File: src/hdl/xepf_pkg.sv
// Shared types, constants and codes of the X-ray event peak finder.
package xepf_pkg;

    // Default build sizes and fixed limits.
    localparam int MAX_WINDOW_DEF = 7;
    localparam int MAX_INNER_DEF  = 1024;
    localparam int MAX_OUTER      = 4096;

    // Field widths.
    localparam int VALUE_W = 24;
    localparam int OUTER_W = 12;
    localparam int HINNER_W = 10;
    localparam int CFG_W   = 24;
    localparam int POS_W   = 15;

    // Configuration register indexes.
    typedef enum logic [2:0] {
        CFG_THRESHOLD  = 3'd0,
        CFG_EVENT_SIZE = 3'd1,
        CFG_TRIM_SIZE  = 3'd2,
        CFG_OUTER_CNT  = 3'd3,
        CFG_INNER_CNT  = 3'd4,
        CFG_FRAME_BAD  = 3'd5
    } cfg_idx_t;

    // Controller states.
    typedef enum logic [1:0] {
        ST_CLEAR,
        ST_IDLE,
        ST_LOAD,
        ST_EVAL
    } state_t;

    // Commands from the controller to the datapath.
    typedef struct packed {
        logic clear_wr;
        logic capture;
        logic load;
        logic emit;
    } cmd_t;

    // Status from the datapath to the controller.
    typedef struct packed {
        logic clear_last;
        logic hit;
        logic out_free;
    } sts_t;

endpackage

File: src/hdl/xepf_ctrl.sv
// Controller state machine of the X-ray event peak finder.
module xepf_ctrl (
    input  logic           clk,
    input  logic           rst_n,
    input  logic           in_valid,
    output logic           in_stall,
    input  xepf_pkg::sts_t sts,
    output xepf_pkg::cmd_t cmd
);
    import xepf_pkg::*;

    state_t state_reg;
    state_t state_next;

    // State register.
    always_ff @(posedge clk or negedge rst_n)
    begin
        if (!rst_n)
        begin
            state_reg <= ST_CLEAR;
        end
        else
        begin
            state_reg <= state_next;
        end
    end

    // Next state and commands.
    always_comb
    begin
        state_next   = state_reg;
        cmd          = '0;
        in_stall     = 1'b1;
        unique case (state_reg)
            ST_CLEAR:
            begin
                cmd.clear_wr = 1'b1;
                if (sts.clear_last)
                begin
                    state_next = ST_IDLE;
                end
            end
            ST_IDLE:
            begin
                in_stall = 1'b0;
                if (in_valid)
                begin
                    cmd.capture = 1'b1;
                    state_next  = ST_LOAD;
                end
            end
            ST_LOAD:
            begin
                cmd.load   = 1'b1;
                state_next = ST_EVAL;
            end
            ST_EVAL:
            begin
                // A hit waits here until the output register can take it.
                if (!sts.hit)
                begin
                    state_next = ST_IDLE;
                end
                else if (sts.out_free)
                begin
                    cmd.emit   = 1'b1;
                    state_next = ST_IDLE;
                end
            end
            default:
            begin
                state_next = ST_IDLE;
            end
        endcase
    end

endmodule

File: config.mk
export PLATFORM = sky130hd
export DESIGN_NAME = xepf_ctrl
export DESIGN_NICKNAME = d
export VERILOG_FILES = /design/src/hdl/xepf_pkg.sv /design/src/hdl/xepf_ctrl.sv
export SDC_FILE = /design/constraint.sdc
export NUM_CORES = 1
export LEC_CHECK = 0
export BUFFER_PORTS_ARGS = -buffer_cell sky130_fd_sc_hd__buf_2
export CAP_MARGIN = 20
export CELL_PAD_IN_SITES_DETAIL_PLACEMENT = 0
export CELL_PAD_IN_SITES_GLOBAL_PLACEMENT = 1
export CORE_AREA = 2 2 39 41
export CTS_BUF_LIST = sky130_fd_sc_hd__clkbuf_16
export CTS_CLUSTER_DIAMETER = 100
export DETAILED_ROUTE_END_ITERATION = 8
export DIE_AREA = 0 0 41 43
export GPL_TIMING_DRIVEN = 0
export PLACE_DENSITY = 0.51
export SYNTH_ARGS = -nofsm -noshare
export SYNTH_HDL_FRONTEND = slang
export SYNTH_SLANG_ARGS = --single-unit
File: constraint.sdc
create_clock -name clk -period 1.55 [get_ports clk]
set_input_delay 0.31 -clock clk [delete_from_list [all_inputs] [get_ports clk]]
set_output_delay 0.31 -clock clk [all_outputs]
set_load 0.01 [all_outputs]
## Yosys cells after proc, flatten, opt, wreduce, memory -nomap -nowiden

Index checks and enable logic that the tools add are counted.

| word-level totals | value |
|---|---|
| flip-flop bits (word level) | 2 |
| input port bits | 6 |
| output and inout bits | 5 |
| logic and storage cells | 22 |

| operators by class | value |
|---|---|
| equal/unequal tests | 6 |
| muxes and demuxes | 13 |
| reduce and logical (&&, ||, !) cells | 2 |

Operators by type and width:

| cell | number |
|---|---|
| two-way mux 1 bit | 8 |
| two-way mux 2 bit | 4 |
| case mux 2 bit (4 select lines) | 1 |
| == test 2 bit, second input constant | 2 |
| inequality test 2 bit, second input constant | 2 |
| inequality test 3 bit, second input constant | 1 |
| AND reduction 3 bit | 1 |
| == test 2 x 1 -> 1 bit, second input constant | 1 |
| logical NOT 2 bit | 1 |

## Logic depth before layout (Yosys ltp)

Gate-level depths: netlist (run 1).

| logic depth | value |
|---|---|
| word-level depth | 3 |
| depth in mapped cells | 5 |
| gate-level depth less buffers | 5 |

## Worst setup path after synthesis (run 1)

Ideal clock, no wire load.

| timing path | value |
|---|---|
| path type | register -> register |
| start point | reg state_reg[1] |
| end point | reg state_reg[1] |
| library setup time | 0.125 ns |
| arrival | 1.225 ns |
| data required time | 1.425 ns |
| setup slack | 0.200 ns |
| stages on the path, launching flop included | 6 |
| buffers on the path | 0 |
| period minus slack after synthesis | 1.350 ns |
| cell sequence | dfrtp_1 > inv_1 > ha_1 > inv_2 > o221ai_4 > mux2_4 |

| on the way | value |
|---|---|
| longest elaborated chain between the ends | 3 |
| elaborated cells on any way between the ends | 9 |
| those cells by class | eq/ne: 6; mux: 1; reduce/logical: 2 |

RTL lines:

| element | RTL line | text |
|---|---|---|
| start: declaration | xepf_ctrl.sv:12 | `state_t state_reg;` |
| start signal: assignment | xepf_ctrl.sv:24 | `state_reg <= state_next;` |
| == test 2 bit, or another cell as far along | xepf_ctrl.sv:34 | `unique case (state_reg)` |
| inequality test 3 bit (no line) or inequality test 2 bit (tied branches) | - |  |
| AND reduction 3 bit (no line) | - |  |

Several ways; a longest one is shown, not always the timed one.
A chain may end at the register's enable or synchronous reset.

==> run_results.csv, run 1 <==
group,metric,value,unit
synth,synth_most_common_cell,"ha_1",
clock_network,clk_path_buf_depth,2,
power,switching_share,29.5,%
global_route,antenna_found_initial,0,
synth,ys.flop_type,"dfrtp_1",
global_route,grt_remaining_overflow,0,
critical_path,cp.arrival,1.16,ns
synth,yosysSeqAreaShare,26.7,%
critical_path,path_cells,"inv_1, ha_1, and2_1, buf_2",
floorplanning,initial_core_util,13.6,%
clock_network,cts_tree,"done",
floorplanning,die_y,43,µm
timing,max-slew-margin-rel,86.3,%
global_route,grt_pass1_wl,593,µm
cells_and_area,drive_gt1_share,56.7,%
critical_path,max_stage_delay,0.37,ns
synth,synth_largest_area_cell,"dfrtp_1",
critical_path,cp-startpoint,"state_reg[1]$_DFFE_PN0P_",
power,power_switching,240,µW
power,total_power,814,µW
routing,wire_per_inst,9.41,µm
timing,hold_violations,0,
synth,synth_area_leaders,"dfrtp_1 27%, ha_1 27%, o221ai_4 14%",
placed_design,place_area,258,µm²
critical_path,worstSetupEndpointType,"output port",
critical_path,crit_path_start_kind,"flip-flop",
power,seq_power_share,12.8,%
critical_path,crit_buf_inv,2,
clock_network,cts-root-buf,"clkbuf_16",
critical_path,worstPathRequired,1.24,ns
routing,vias_per_cell,3.52,
cells_and_area,area_growth,82.7,%
global_route,grtUsageTotal,5.42,%
critical_path,worstSetupEndpoint,"cmd[2]",
job,max-cap-violations,0,
timing,final_max_slew_viol_count,0,
clock_network,path_clk_slew,0.03,ns
timing,max_freq,682,MHz
placed_design,routabilityCongestion,0.639,
timing,worstMarginPinSlew,0.206,ns
routing,ant_nets,0,
timing,grt_setup_unrepaired,"no",
synth,netlist_area,188,µm²
routing,drt_iter0_drc,0,
critical_path,reg2reg_depth,5,
cells_and_area,design_area,343,µm²
critical_path,rrSetupSlack,0.13,ns
floorplanning,rows,14,
power,ir_drop,0.00103,V
power,p_per_area,2380,mW/mm²
critical_path,crit_path_top_delay_cell,"dfrtp_1",
floorplanning,core_area,0.00138,mm²
clock_network,clock-sinks,2,
power,combPwrFrac,40.0,%
floorplanning,dieWidth,41,µm
global_route,grt_max_degree,5,
timing,finalSetupViolCount,0,
critical_path,worstSetupPathType,"flip-flop to output port",
status,outcome,"finished, final reports clean",
synth,synth-seq-cells,2,
critical_path,rr_startpoint,"state_reg[1]$_DFFE_PN0P_",
global_route,first_global_vias,172,
clock_network,h-tree-depth,1,
routing,drc,0,
timing,timing.final.crit_share,94.6,%
power,p_clk_share,47.3,%
cells_and_area,diodes,0,
timing,fin_skew,0.00213,ns
timing,fin_crit,1.47,ns
floorplanning,io_pins,11,
synth,synth_edf_count,0,
synth,synth.distinct_cells,11,
critical_path,cp.depth,4,
synth,syn_nets,26,
clock_network,cts_resized,0,
critical_path,crit_fanout,4,
synth,syn_avg_cell_area,11.7,µm²
floorplanning,die_area,0.00176,mm²
synth,synth_common_cells,"4 x ha_1, 2 x dfrtp_1, 2 x inv_1",
routing,drtPass1Iterations,1,
routing,drt_wl_total,433,µm
placed_design,port_buffers,10,
synth,async_flop_share,100,%
critical_path,crit_family,"flip-flops",
clock_network,clk_latency,0.22,ns
critical_path,r2r-end,"state_reg[1]$_DFFE_PN0P_",
cells_and_area,largest_register_ffs,2,
synth,syn_inst,16,
cells_and_area,nets,42,
synth,yosysTopAreaCellShare,26.7,%
worst_hold_path,hp-class,"input pin to async pin",
synth,yosysWarnings,0,
power,p_int,574,µW
clock_network,cts_made_buffers,3,
power,leakage,0.182,nW
routing,via_count,162,
timing,fin_tns_setup,0,ns
-- cell type report --
type	count	area (µm²)
Multi-Input combinational cell	11	126
Inverter	3	11.3
Tap cell	16	20.0
Timing Repair Buffer	11	60.1
Clock buffer	3	75.1
Sequential cell	2	50.0
Fill cell	150	1040
-- metal layers --
layer  share of wire [%]  GRT usage, %  vias up  routed length (µm)
li1                    -             -       80                   -
met2                  45          8.13       11                 193
met3                  12          2.09        0                  54
met4                   0          6.00        0                   0
met1                  43          4.81       71                 185
met5                   0             0        -                   0
-- worst min path at each step --
| stage | from | to | slack, ns | depth (start not counted) |
|---|---|---|---|---|
| final | rst_n | state_reg[0]$_DFFE_PN0P_ | 0.40 | 2 |
| after global routing | rst_n | state_reg[0]$_DFFE_PN0P_ | 0.42 | 2 |
| after CTS | rst_n | state_reg[0]$_DFFE_PN0P_ | 0.40 | 2 |
| after detailed placement | rst_n | state_reg[0]$_DFFE_PN0P_ | 0.1 | 1 |
| after global placement | rst_n | state_reg[1]$_DFFE_PN0P_ | 0.09 | 1 |
| after floorplan | rst_n | state_reg[0]$_DFFE_PN0P_ | 0.01 | 0 |
-- power groups by stage --
stage | Combinational [mW] | Clock, mW | Sequential [mW]
final | 0.325 | 0.385 | 0.104
after global placement | 0.315 | 0 | 0.104
after CTS | 0.329 | 0.394 | 0.105
after detailed placement | 0.326 | 0 | 0.105
after global routing | 0.354 | 0.400 | 0.110
after floorplan | 0.242 | 0 | 0.101
-- cell usage in the layout, fill, tap and decap left out --
cell type | Yosys | final
and3_1 | 1 | 1
mux2i_1 | 1 | 1
dfrtp_1 | 2 | 2
clkbuf_16 | 0 | 3
nand2b_1 | 1 | 1
and2_1 | 1 | 1
nand2_2 | 1 | 1
inv_1 | 2 | 2
o221ai_4 | 1 | 1
ha_1 | 4 | 4
dlygate4sd3_1 | 0 | 1
inv_2 | 1 | 1
mux2_4 | 1 | 1
buf_2 | 0 | 10
-- per-stage QoR --
step / std cells / hold WS, ns / util, % / setup slack [ns]
floorplan: 16 / 0.0144 / - / 0.200
global placement: 42 / 0.0943 / 18.6 / 0.162
detailed placement: 42 / 0.0964 / 18.6 / 0.117
CTS: 46 / 0.396 / 24.8 / 0.0673
global route: 46 / 0.424 / 24.8 / 0.00741
finish: 46 / 0.403 / 24.8 / 0.0832
-- worst register-to-register path, stage by stage, from the launching register on --
cell and delay [ns]:
dfrtp_1 0.39, inv_1 0.09, ha_1 0.20, inv_2 0.07, o221ai_4 0.22, mux2_4 0.32
-- cell families after synthesis --
group	share of synthesized area (%)
multiplexers	13.3
AO/OA/AOI/OAI	14.0
adder cells (fa/ha/maj)	26.7
AND/OR/NAND/NOR	13.3
buffers and inverters	6.00
flip-flops	26.7
-- repair_timing --
item / 4_1_cts / 5_1_grt
hold buffers: 1 / 0
endpoints found under the hold margin: 2 / 0
setup buffers: 0 / 0
Note: power is estimated with default switching activity, not from simulation.
==> run 2, diff against run 1 <==
--- a/config.mk
+++ b/config.mk
@@ -10,7 +10,6 @@
 export CELL_PAD_IN_SITES_DETAIL_PLACEMENT = 0
 export CELL_PAD_IN_SITES_GLOBAL_PLACEMENT = 1
 export CORE_AREA = 2 2 39 41
-export CTS_BUF_LIST = sky130_fd_sc_hd__clkbuf_16
 export CTS_CLUSTER_DIAMETER = 100
 export DETAILED_ROUTE_END_ITERATION = 8
 export DIE_AREA = 0 0 41 43
==> run 2 against run 1 <==
Utilization is 3.8 points lower. Final cell count unchanged. Register-to-register slack about the same. Clock power down 71%. Total power decreased by 34%. Maximum frequency decreased by 0.11%. Clock skew is 0.0012 ns higher. Highest routed layer unchanged. Sequential power barely moved. First-iteration DRC count stayed put. Die area did not move. Setup slack lost 0.0016 ns. Routed wire length fell by 4.2%.
==> run_results.csv, run 2 (synthesis results as in run 1) <==
group,metric,value,unit
power,combPwrFrac,59.8,%
clock_network,h-tree-depth,1,
routing,drt_wl_total,415,µm
clock_network,clock-sinks,2,
power,seq_power_share,19.2,%
power,ir_drop,0.000620,V
timing,holdWs,0.398,ns
critical_path,worstPathRequired,1.24,ns
routing,via_count,163,
floorplanning,core_area,0.00138,mm²
power,switching_share,38.8,%
placed_design,port_buffers,10,
job,max-cap-violations,0,
timing,hold_violations,0,
critical_path,reg2reg_depth,5,
floorplanning,dieWidth,41,µm
cells_and_area,area_growth,54.7,%
critical_path,worstSetupPathType,"flip-flop to output port",
cells_and_area,largest_register_ffs,2,
floorplanning,die_y,43,µm
timing,worst_slack,0.0816,ns
cells_and_area,multi_input_area,126,µm²
floorplanning,io_pins,11,
critical_path,rr_startpoint,"state_reg[1]$_DFFE_PN0P_",
global_route,antenna_found_initial,0,
critical_path,rrSetupSlack,0.13,ns
clock_network,path_clk_slew,0.03,ns
clock_network,clk_path_buf_depth,2,
power,p_int,331,µW
clock_network,cts-root-buf,"clkbuf_4",
routing,drt_iter0_drc,0,
cells_and_area,layout_commonest_cell,"buf_2",
floorplanning,die_area,0.00176,mm²
critical_path,cp.arrival,1.16,ns
worst_hold_path,hp-class,"input pin to async pin",
routing,ant_nets,0,
timing,fin_crit,1.47,ns
critical_path,crit_path_start_kind,"flip-flop",
global_route,grt_remaining_overflow,0,
cells_and_area,ff_latch_area,50.0,µm²
routing,vias_per_cell,3.54,
timing,fin_tns_setup,0,ns
cells_and_area,fin_util,21.0,%
floorplanning,rows,14,
global_route,grt_max_degree,5,
cells_and_area,nets,42,
global_route,grt_pass1_wl,565,µm
cells_and_area,final_cell_mix,"10 x buf_2, 4 x ha_1, 3 x clkbuf_4",
placed_design,routabilityCongestion,0.639,
timing,final_max_slew_viol_count,0,
timing,timing.final.crit_share,94.7,%
routing,wire_per_inst,9.02,µm
critical_path,worstSetupEndpointType,"output port",
placed_design,dpl_worst_slack,0.117,ns
routing,drtPass1Iterations,1,
timing,max_freq,681,MHz
power,leakage,0.158,nW
routing,drc,0,
status,outcome,"finished, final reports clean",
power,power_switching,210,µW
timing,grt_setup_unrepaired,"no",
global_route,first_global_vias,179,
timing,max-slew-margin-rel,86.4,%
timing,worstMarginPinSlew,0.204,ns
power,total_power,541,µW
clock_network,cts_setup_buffers,0,
clock_network,clk_latency,0.22,ns
clock_network,cts_tree,"done",
power,p_per_area,1860,mW/mm²
clock_network,cts_made_buffers,3,
cells_and_area,drive_gt1_share,56.7,%
critical_path,r2r-end,"state_reg[1]$_DFFE_PN0P_",
cells_and_area,diodes,0,
critical_path,crit_fanout,4,
power,p_clk_share,21.0,%
cells_and_area,fillCellCount,157,
floorplanning,initial_core_util,13.6,%
timing,finalSetupViolCount,0,
timing,fin_skew,0.00330,ns
global_route,grtUsageTotal,5.12,%
## run 2: per-layer routing
layer | track usage, % | part of all wire (%) | vias to the layer above
met5 | 0 | 0 | -
met4 | 6.00 | 0 | 0
met3 | 2.09 | 13 | 0
met2 | 8.13 | 45 | 11
met1 | 3.86 | 42 | 72
li1 | - | - | 80
## run 2: metrics by stage
step / cells / instance area, µm²
after floorplan: 16 / 188
after global placement: 42 / 258
after detailed placement: 42 / 258
after CTS: 46 / 290
after global routing: 46 / 290
final: 46 / 290
## run 2: power by group through the flow
stage / clock, mW / sequential (mW) / combinational, mW
2_1_floorplan: 0 / 0.101 / 0.242
3_3_place_gp: 0 / 0.104 / 0.315
3_5_place_dp: 0 / 0.105 / 0.326
4_1_cts: 0.121 / 0.105 / 0.330
5_1_grt: 0.126 / 0.108 / 0.356
6_report: 0.113 / 0.104 / 0.323
## run 2: what timing repair did
item,4_1_cts,5_1_grt
resized for setup,0,0
endpoints found under the setup margin,0,0
hold buffers,1,0
endpoints found under the hold margin,2,0
## run 2: critical path: stages, from the launching register on
cell and delay [ns]:
dfrtp_1 0.37, inv_1 0.08, ha_1 0.22, and2_1 0.14
buf_2 0.13
## run 2: worst max path at each step
| stage | slack [ns] | start | to | cells past startpoint |
|---|---|---|---|---|
| final | 0.08 | state_reg[1]$_DFFE_PN0P_ | cmd[2] | 4 |
| after detailed placement | 0.12 | state_reg[1]$_DFFE_PN0P_ | state_reg[1]$_DFFE_PN0P_ | 5 |
| after floorplan | 0.20 | state_reg[1]$_DFFE_PN0P_ | state_reg[1]$_DFFE_PN0P_ | 5 |
| after CTS | 0.06 | state_reg[1]$_DFFE_PN0P_ | cmd[2] | 4 |
| after global placement | 0.16 | state_reg[1]$_DFFE_PN0P_ | state_reg[1]$_DFFE_PN0P_ | 5 |
| after global routing | 0.006 | state_reg[1]$_DFFE_PN0P_ | cmd[2] | 4 |
## run 2: layout make-up
class	count	area share, %
multi-input cells	11	43.5
repair buffers	11	20.7
flip-flops and latches	2	17.2
clock buffers	3	7.76
well taps	16	6.90
inverters	3	3.88
==> run 3, diff against run 2 <==
--- a/config.mk
+++ b/config.mk
@@ -5,7 +5,7 @@
 export SDC_FILE = /design/constraint.sdc
 export NUM_CORES = 1
 export LEC_CHECK = 0
-export BUFFER_PORTS_ARGS = -buffer_cell sky130_fd_sc_hd__buf_2
+export BUFFER_PORTS_ARGS = -buffer_cell sky130_fd_sc_hd__buf_4
 export CAP_MARGIN = 20
 export CELL_PAD_IN_SITES_DETAIL_PLACEMENT = 0
 export CELL_PAD_IN_SITES_GLOBAL_PLACEMENT = 1
==> run 3 against run 2 <==
Via count increased by 7.4%. Non-clock buffer count increased by 1. Critical path depth decreased by 1. Clock-buffer cell count unchanged. Die area unchanged. Worst hold slack improved by 0.00083 ns. Sequential cell count unchanged. Critical path type unchanged. Combinational power increased by 17%. First-iteration DRC count increased by 1.
==> run_results.csv, run 3 (synthesis results as in run 1) <==
group,metric,value,unit
routing,wire_per_inst,10.1,µm
cells_and_area,largest_register_ffs,2,
global_route,grt_max_degree,5,
placed_design,port_buffers,10,
global_route,grt_pass1_wl,745,µm
floorplanning,io_pins,11,
clock_network,cts_tree,"done",
clock_network,cts_made_buffers,3,
cells_and_area,area_growth,73.3,%
timing,max-slew-margin-rel,86.3,%
timing,holdWs,0.399,ns
critical_path,crit_path_start_kind,"flip-flop",
timing,grt_setup_unrepaired,"yes",
cells_and_area,fillCellCount,159,
routing,drc,0,
floorplanning,core_area,0.00138,mm²
clock_network,clk_path_buf_depth,2,
timing,fin_skew,0.000453,ns
power,p_per_area,1850,mW/mm²
critical_path,worstSetupPathType,"flip-flop to output port",
global_route,grtUsageTotal,7.34,%
critical_path,worstSetupEndpointType,"output port",
cells_and_area,layout_commonest_cell,"buf_4",
global_route,first_global_vias,188,
timing,timing.final.crit_share,95.2,%
routing,drt_wl_total,474,µm
clock_network,path_clk_slew,0.03,ns
floorplanning,die_y,43,µm
cells_and_area,design_area,325,µm²
clock_network,cts-root-buf,"clkbuf_4",
cells_and_area,final_cell_mix,"11 x buf_4, 3 x ha_1, 3 x clkbuf_4",
routing,via_count,175,
clock_network,clk_latency,0.23,ns
critical_path,crit_fanout,3,
routing,vias_per_cell,3.72,
timing,max_freq,677,MHz
cells_and_area,diodes,0,
status,outcome,"finished, final reports clean",
placed_design,dpl.hpwl,390,µm
power,ir_drop,0.000620,V
global_route,antenna_found_initial,0,
cells_and_area,drive_gt1_share,61.3,%
floorplanning,dieWidth,41,µm
power,total_power,601,µW
floorplanning,initial_core_util,13.6,%
routing,drt_iter0_drc,1,
worst_hold_path,hp-class,"input pin to async pin",
placed_design,place_area,283,µm²
clock_network,clock-sinks,2,
floorplanning,rows,14,
global_route,grt_remaining_overflow,0,
clock_network,h-tree-depth,1,
critical_path,worstPathRequired,1.24,ns
routing,drtPass1Iterations,2,
critical_path,cp.arrival,1.17,ns
placed_design,routabilityCongestion,0.672,
timing,hold_violations,0,
cells_and_area,nets,43,
power,leakage,0.168,nW
routing,ant_nets,0,
timing,fin_crit,1.48,ns
timing,worstMarginPinSlew,0.205,ns
timing,final_max_slew_viol_count,0,
floorplanning,die_area,0.00176,mm²
job,max-cap-violations,0,
timing,finalSetupViolCount,0,
-- run 3: cell count changes in the layout (fill, tap and decap cells not counted) --
cell / previous run / this run
buf_4: 0 / 11
buf_2: 10 / 0
ha_1: 4 / 3
ha_2: 0 / 1
-- run 3: critical path, stage by stage, from the launching register on --
cell	delay, ns
dfrtp_1	0.39
ha_1	0.23
and3_1	0.18
buf_4	0.14
-- run 3: repair_timing --
action	CTS	global route
hold buffers	1	0
setup endpoints to repair	0	1
buffers inserted	0	1
resized for setup	0	1
hold endpoints to repair	2	0
-- run 3: per-stage QoR --
step           setup slack [ns]  std cells  TNS (ns)  utilization [%]
3_5_place_dp              0.106         42         0             20.4
6_report                 0.0737         47         0             23.5
5_1_grt                 -0.0225         47   -0.0225             23.5
4_1_cts                  0.0293         46         0             22.8
2_1_floorplan             0.200         16         0                -
3_3_place_gp              0.151         42         0             20.4
-- run 3: per-layer routing --
layer	GRT usage (%)	wire length, µm	up-vias
li1	-	-	84
met5	0	0	-
met3	3.66	74	2
met1	6.45	155	76
met4	10.0	15	0
met2	9.69	228	13
-- run 3: layout make-up --
type                       instances  area, µm²  share of cell area [%]
clock buffer                       3       22.5                    6.92
sequential                         2       50.0                    15.4
tap                               16       20.0                    6.15
multi-input combinational         11        129                    39.6
timing repair buffer              12       92.6                    28.5
inverter                           3       11.3                    3.46
-- run 3: power breakdown --
group          total [mW]  switching (mW)  leakage (nW)  internal, mW
registers           0.105          0.0241        0.0224        0.0809
logic               0.379           0.167         0.132         0.212
clock network       0.117          0.0316        0.0138        0.0856
-- run 3: final timing paths --
kind                                     startpoint                  endpoint  slack (ns)  depth (start not counted)
max in group asynchronous                     rst_n  state_reg[1]$_DFFE_PN0P_        1.07                          2
min reg2reg                state_reg[1]$_DFFE_PN0P_  state_reg[1]$_DFFE_PN0P_        0.57                          1
max                        state_reg[0]$_DFFE_PN0P_                    cmd[0]        0.07                          3
min                                           rst_n  state_reg[0]$_DFFE_PN0P_        0.40                          2
max reg2reg                state_reg[1]$_DFFE_PN0P_  state_reg[1]$_DFFE_PN0P_        0.14                          5
min in group clk                             sts[0]  state_reg[0]$_DFFE_PN0P_        0.47                          3
